===== config.mk =====
export PLATFORM = sky130hd
export DESIGN_NAME = mlt_cell
export DESIGN_NICKNAME = d
export VERILOG_FILES = /design/src/sv/mlt_pkg.sv /design/src/sv/mlt_cell.sv
export SDC_FILE = /design/constraint.sdc
export NUM_CORES = 1
export LEC_CHECK = 0
export BUFFER_PORTS_ARGS = -buffer_cell sky130_fd_sc_hd__buf_2
export CAP_MARGIN = 20
export CORE_MARGIN = 2
export CORE_UTILIZATION = 45
export DETAILED_ROUTE_END_ITERATION = 8
export GPL_TIMING_DRIVEN = 0
export PLACE_DENSITY_LB_ADDON = 0.12
export SETUP_SLACK_MARGIN = 0.3
export SLEW_MARGIN = 10
export SYNTH_ARGS = -nofsm -noshare
export SYNTH_HDL_FRONTEND = slang
export SYNTH_SLANG_ARGS = --single-unit

===== constraint.sdc =====
create_clock -name i_clk -period 2.7 [get_ports i_clk]
set_input_delay 0 -clock i_clk [delete_from_list [all_inputs] [get_ports i_clk]]
set_output_delay 0 -clock i_clk [all_outputs]
set_load 0.01 [all_outputs]

===== src/sv/mlt_pkg.sv =====
// ----------------------------------------------------------------------------
// mlt_pkg
// Shared types and constants for the MAC learning table: operation codes,
// field widths, the query word, the chain carry word and the commit command.
// ----------------------------------------------------------------------------
`default_nettype none

package mlt_pkg;

    localparam int MAC_W  = 48;
    localparam int VLAN_W = 12;
    localparam int PORT_W = 6;
    localparam int FUNC_W = 2;

    localparam int TABLE_ENTRIES_DEF = 256;
    localparam int PORT_COUNT_DEF    = 24;

    localparam logic [FUNC_W-1:0] FUNC_LEARN  = 2'd0;
    localparam logic [FUNC_W-1:0] FUNC_LOOKUP = 2'd1;
    localparam logic [FUNC_W-1:0] FUNC_REMOVE = 2'd2;

    localparam logic [MAC_W-1:0] MAC_BCAST = {MAC_W{1'b1}};

    // Operation word broadcast to every cell.
    typedef struct packed {
        logic [MAC_W-1:0]  mac;
        logic [VLAN_W-1:0] vlan;
        logic [PORT_W-1:0] port;
        logic              mk_static;
    } t_query;

    // Search status handed from one cell to the next.
    typedef struct packed {
        logic              found;
        logic [VLAN_W-1:0] vlan;
        logic [PORT_W-1:0] port;
        logic              is_static;
        logic              free_seen;
    } t_carry;

    // Table update issued to all cells in the commit cycle.
    typedef struct packed {
        logic upd;
        logic ins;
        logic del;
    } t_cmd;

endpackage

`default_nettype wire


===== src/sv/mlt_cell.sv =====
// ----------------------------------------------------------------------------
// mlt_cell
// One table entry. Compares its MAC against the broadcast query, folds its
// status into the carry from the previous cell and registers the result for
// the next cell. Applies insert, update or delete when the commit says so.
// ----------------------------------------------------------------------------
`default_nettype none

module mlt_cell (
    input  wire logic           i_clk,
    input  wire logic           i_rst_n,
    input  wire mlt_pkg::t_query i_query,
    input  wire mlt_pkg::t_cmd  i_cmd,
    input  wire mlt_pkg::t_carry i_carry,
    output mlt_pkg::t_carry     o_carry
);

    logic                       r_valid;
    logic [mlt_pkg::MAC_W-1:0]  r_mac;
    logic [mlt_pkg::VLAN_W-1:0] r_vlan;
    logic [mlt_pkg::PORT_W-1:0] r_port;
    logic                       r_static;
    mlt_pkg::t_carry            r_carry;

    logic                       n_valid;
    logic [mlt_pkg::MAC_W-1:0]  n_mac;
    logic [mlt_pkg::VLAN_W-1:0] n_vlan;
    logic [mlt_pkg::PORT_W-1:0] n_port;
    logic                       n_static;
    mlt_pkg::t_carry            n_carry;

    logic w_match;
    logic w_first_free;

    assign w_match      = r_valid && (r_mac == i_query.mac);
    // Only the lowest free cell sees no free cell ahead of it.
    assign w_first_free = !r_valid && !i_carry.free_seen;

    always_comb begin
        n_carry.found     = i_carry.found | w_match;
        n_carry.vlan      = w_match ? r_vlan : i_carry.vlan;
        n_carry.port      = w_match ? r_port : i_carry.port;
        n_carry.is_static = w_match ? r_static : i_carry.is_static;
        n_carry.free_seen = i_carry.free_seen | !r_valid;
    end

    always_comb begin
        n_valid  = r_valid;
        n_mac    = r_mac;
        n_vlan   = r_vlan;
        n_port   = r_port;
        n_static = r_static;
        if (i_cmd.upd && w_match) begin
            n_vlan   = i_query.vlan;
            n_port   = i_query.port;
            n_static = i_query.mk_static;
        end
        if (i_cmd.ins && w_first_free) begin
            n_valid  = 1'b1;
            n_mac    = i_query.mac;
            n_vlan   = i_query.vlan;
            n_port   = i_query.port;
            n_static = i_query.mk_static;
        end
        if (i_cmd.del && w_match) begin
            n_valid = 1'b0;
        end
    end

    always_ff @(posedge i_clk) begin
        if (!i_rst_n) begin
            r_valid <= 1'b0;
        end else begin
            r_valid <= n_valid;
        end
    end

    always_ff @(posedge i_clk) begin
        r_mac    <= n_mac;
        r_vlan   <= n_vlan;
        r_port   <= n_port;
        r_static <= n_static;
        r_carry  <= n_carry;
    end

    assign o_carry = r_carry;

endmodule

`default_nettype wire


After elaboration in Yosys (flattened, before gate mapping)
Cells that the tools add are included.
Widths: inputs -> output; s select.

storage, ports and cells
  register bits = 89
  latch bits = 0
  RAM bits = 0
  ROM bits = 0
  output and inout port bits = 21
  word-level logic and storage cells = 32
  memories = 0

operators by class
  add/sub/neg operators = 0
  multipliers = 0
  div/mod/pow operators = 0
  order comparisons = 0
  eq/ne operators = 1
  shift-type cells = 0
  multiplexer cells = 9
  bitwise logic cells = 3
  reductions and logical operators = 9

operators by type and width
  operator           count
  $eq 48x48->1       1
  $mux 12            3
  $mux 6             3
  $logic_and 1x1->1  5
  $mux 1             3
  $logic_not 1->1    2
  $or 1x1->1         2
  $reduce_bool 2->1  1
  $reduce_or 2->1    1
  $not 1->1          1

Depth between registers and ports, before layout
  depth after elaboration = 5
  depth in mapped cells = 6
  gate-level depth less buffers = 5

Worst setup path before layout
OpenSTA, ideal clock, no wires.

  path kind = reg2reg
  start = register r_valid
  end = register r_mac[0] in the netlist's numbering (enable)
  library setup time = 0.454 ns
  data arrival time = 2.355 ns
  setup slack = -0.109 ns
  stages on the path, launching flop included = 2
  buffers on the path = 0
  path through = dfxtp_1 -> nor2_1

on the way
  longest elaborated chain between the ends = 3

ends and longest elaborated chain
  element                 line            source
  from (decl)             mlt_cell.sv:18  logic r_valid;
  from (signal assigned)  mlt_cell.sv:74  r_valid <= n_valid;
  $logic_not 1->1         mlt_cell.sv:37  assign w_first_free = !r_valid && !i_carry.free_seen;
  $logic_and 1x1->1       mlt_cell.sv:37
  $logic_and 1x1->1       mlt_cell.sv:58  if (i_cmd.ins && w_first_free) begin
  to (signal assigned)    mlt_cell.sv:79  r_mac <= n_mac;
  to (decl)               mlt_cell.sv:19  logic [mlt_pkg::MAC_W-1:0] r_mac;

No other way between the ends.
A chain may end at the register's enable or synchronous reset.

Final worst setup path
  start = register r_mac[38] in the netlist's numbering
  end = register r_port[2] in the netlist's numbering (enable)

on the way
  longest elaborated chain between the ends = 4

ends and longest elaborated chain
  element                      line            source
  $eq 48x48->1                 mlt_cell.sv:35  assign w_match = r_valid && (r_mac == i_query.mac);
  $logic_and 1x1->1            mlt_cell.sv:35
  $logic_and 1x1->1            mlt_cell.sv:53  if (i_cmd.upd && w_match) begin
  $reduce_bool 2->1 (no line)  --
  to (signal assigned)         mlt_cell.sv:81  r_port <= n_port;
  to (decl)                    mlt_cell.sv:21  logic [mlt_pkg::PORT_W-1:0] r_port;

No other way between the ends.

==> flow_metrics.env <==
export IMPL_run_status="finished clean"
export IMPL_hold_path_startpoint="i_cmd[1]"
export IMPL_preCtsSetupSlack_ns=-0.153
export IMPL_yosys_warnings=0
export IMPL_ys_ff_latch=89
export IMPL_timing_critical_path_slowest_cell_delay_ns=0.41
export IMPL_maximum_number_of_buffers_from_clock_root_to_sink=2
export IMPL_synth_cell_types=20
export IMPL_timing_worst_slew_pin_value_ns=0.779
export IMPL_grt_pass1_wl_mm=12.2
export IMPL_wirelength_met1_mm=2.93
export IMPL_crit_type="reg -> reg"
export IMPL_clock_power_share_pct=31.2
export IMPL_syn_to_final_growth_pct=55.3
export IMPL_clk_pin_slew_worst_paths_ns=0.09
export IMPL_yosys_top_cells_area="edfxtp_1 (60%), dfxtp_1 (13%), xnor2_1 (12%)"
export IMPL_die_x_um=90.3
export IMPL_layout_worst_path_cycle_share_pct=79.6
export IMPL_die_h_um=90.3
export IMPL_clock_sink_count=89
export IMPL_grt_antenna_before_repair=0
export IMPL_arrival_ns=2.21
export IMPL_vias_per_cell=4.43
export IMPL_finished_layout_cells=506
export IMPL_final_period_minus_worst_setup_slack_ns=2.15
export IMPL_n_fill_cell=499
export IMPL_setup_repair_after_global_routing_missed_its_margin="no"
export IMPL_final_setup_skew_ns=0.0102
export IMPL_synthesis_area_per_instance_um2=18.0
export IMPL_fmax_mhz=465
export IMPL_dr_wl_met3_um=410
export IMPL_worst_path_max_delay_cell="edfxtp_1"
export IMPL_place_detailed_instances=399
export IMPL_grt_util_all_layers_pct=19.2
export IMPL_path_max_fanout=19
export IMPL_max_capacitance_violation_total=0
export IMPL_post_synth_and_or_nand_nor_area_fraction_pct=4.18
export IMPL_pwr_density_cell_mw_per_mm2=530
export IMPL_insertedDiodeCount=0
export IMPL_synth_top_family_by_area="XOR/XNOR gates"
export IMPL_hold_path_endpoint="r_valid"
export IMPL_wl_met2_mm=3.77
export IMPL_r2r_setup_slack_ns=0.55
export IMPL_cp_end_kind="register"
export IMPL_final_seq_area_mm2=0.00245
export IMPL_vdd_ir_drop_worst_mv=0.319
export IMPL_netlist_area_mm2=0.00335
export IMPL_synth_nets=279
export IMPL_multiInputGateArea_um2=893
export IMPL_place_hpwl_mm=4.34
export IMPL_layout_nets=495
export IMPL_synth_yosys_seq_area_share_pct=73.2
export IMPL_netlist_instances=186
export IMPL_routed_via_count=2241
export IMPL_p_leak_nw=2.09
export IMPL_grt_pass1_vias=2653
export IMPL_drt_pass1_iterations=4
export IMPL_timing_max_transition_violations_final=0
export IMPL_drc=0
export IMPL_synth_compound_gate_area_share_pct=1.08
export IMPL_final_hold_viol_count=0
export IMPL_yosys_area_share_adder_pct=0
export IMPL_layout_drive_gt1_share_pct=38.6
export IMPL_global_route_overflow_total=0
export IMPL_yosys_area_top_type="edfxtp_1"
export IMPL_starting_density_pct=46.5
export IMPL_cellInternalPower_w=0.00214
export IMPL_maximum_number_of_pins_on_one_net_before_global_route_repair=26
export IMPL_power_share_combinational_pct=12.2
export IMPL_worstReg2RegStart="r_mac[38]"
export IMPL_cts_root_buf="clkbuf_8"
export IMPL_row_count=31
export IMPL_r2r_end="r_port[2]"
export IMPL_cts_htree_levels=3
export IMPL_dr_first_iter_drc_count=55
export IMPL_timing_hold_worst_class="in -> reg"
export IMPL_design_core_area_mm2=0.00721
export IMPL_r2r_cells=7
export IMPL_power_share_switching_pct=22.3
export IMPL_power_net_switching_w=0.000616
export IMPL_clkLatencyLatePin_ns=0.35
export IMPL_timing_max_slew_rel_slack_pct=47.9
export IMPL_drt_wirelength_per_cell_um=14.3
export IMPL_yosys_area_share_xor_xnor_pct=12.3
export IMPL_cts_tree="done"
export IMPL_io_pins=114
export IMPL_cp_required_ns=2.76
export IMPL_worst_setup_path_start_kind="register"
export IMPL_finalSetupViolCount=0
export IMPL_cts_buffers_inserted=9
export IMPL_dr_max_layer_used="met4"
export IMPL_port_buf_inserts=113
export IMPL_cp_cell_sequence="xnor2_1 -> nand4_1 -> nor4_2 -> nand4_2 -> buf_6 -> o22ai_4 -> buf_12"
export IMPL_final_setup_worst_slack_ns=0.550
export IMPL_total_power_w=0.00276
export IMPL_replace_congestion=0.704
export IMPL_min_path_cells=4
export IMPL_p_seq_share_pct=56.6
export IMPL_multiplexer_share_of_the_synthesized_area_pct=8.29
export IMPL_detail_route_wirelength_mm=7.24
export IMPL_floorplan_die_area_mm2=0.00815
export IMPL_post_synth_top_area_fraction_pct=60.0
export IMPL_final_antenna_net_count=0
## timing repair
item / in CTS / in global routing
endpoints found under the setup margin: 19 / 19
gates cloned: 0 / 0
endpoints found under the hold margin: 89 / 0
pin swaps: 1 / 0
hold buffers: 90 / 0
resized for setup: 1 / 1
buffers inserted: 1 / 0
## registers in the layout (all words and copies together), names as in the netlist
signal and cells:
r_mac 48, o_carry 21, r_vlan 12, r_port 6, r_static 1, r_valid 1
## cells in the mapped netlist, drive strengths merged
master,number
edfxtp,67
xnor2,47
dfxtp,22
mux2,19
nand4,11
nand2b,4
inv,3
buf,2
nand2,2
nor4,2
a2111oi,1
nand3,1
nor2,1
nor3,1
o211a,1
o21ai,1
o22ai,1
## worst max-delay path, delay by kind of cell (launching register included)
kind,cells,cell delay [ns]
buf+inv,2,0.41
simple gates,3,0.75
xor+xnor,1,0.16
flops,1,0.41
compound gates,1,0.13
## per-layer routing
metal / up-vias / global-route usage [%]
li1: 1115 / -
met1: 1047 / 20.8
met2: 68 / 35.3
met3: 11 / 5.51
met4: 0 / 7.44
met5: - / 0
## cells in the final DEF (no fill, tap or decap), drive strengths merged, types with 2 or more instances in the layout
cell,count
buf,117
dlygate4sd3,90
edfxtp,67
xnor2,47
dfxtp,22
mux2,19
nand4,11
clkbuf,10
nand2b,4
inv,4
clkinv,4
nor4,2
nand2,2
## per-stage QoR
stage | util [%] | TNS [ns] | hold WS, ns | cell area, µm²
2_1_floorplan | - | 0 | 0.0989 | 3360
3_3_place_gp | 56.1 | -1.50 | 0.178 | 4050
3_5_place_dp | 56.6 | -2.91 | 0.178 | 4080
4_1_cts | 72.1 | 0 | 0.143 | 5200
5_1_grt | 72.2 | 0 | 0.188 | 5210
6_report | 72.2 | 0 | 0.160 | 5210
## power by group through the flow
| stage | Sequential, W | Clock, W | Combinational [W] |
|---|---|---|---|
| 2_1_floorplan | 0.00160 | 0 | 0.000100 |
| 3_3_place_gp | 0.00159 | 0 | 0.000218 |
| 3_5_place_dp | 0.00159 | 0 | 0.000229 |
| 4_1_cts | 0.00156 | 0.000888 | 0.000336 |
| 5_1_grt | 0.00157 | 0.000938 | 0.000369 |
| 6_report | 0.00156 | 0.000861 | 0.000338 |
## how the worst max path moves through the flow
stage	start	slack (ns)	cells after the start	endpoint
floorplan	r_mac[23]	0.45	6	r_port[0]
global placement	r_mac[41]	-0.08	6	r_port[1]
detailed placement	r_mac[38]	-0.15	6	r_vlan[11]
CTS	r_mac[38]	0.41	7	r_vlan[3]
global route	r_mac[38]	0.37	7	r_vlan[0]
finish	r_mac[38]	0.55	7	r_port[2]
## logic make-up after synthesis
| family | Yosys count |
|---|---|
| flip-flops | 89 |
| XOR/XNOR | 47 |
| AND/OR/NAND/NOR | 22 |
| multiplexers | 19 |
| buffers and inverters | 5 |
| AO/OA/AOI/OAI | 4 |
## area by class of cell
class	instances	area share, %
Inverter	3	0.216
Buffer	2	0.433
Clock inverter	6	0.769
Clock buffer	10	2.86
Sequential cell	89	47.1
Multi-Input combinational cell	92	17.2
Tap cell	99	2.38
Timing Repair Buffer	205	29.1
No activity file was read; power rests on OpenSTA's default activity.
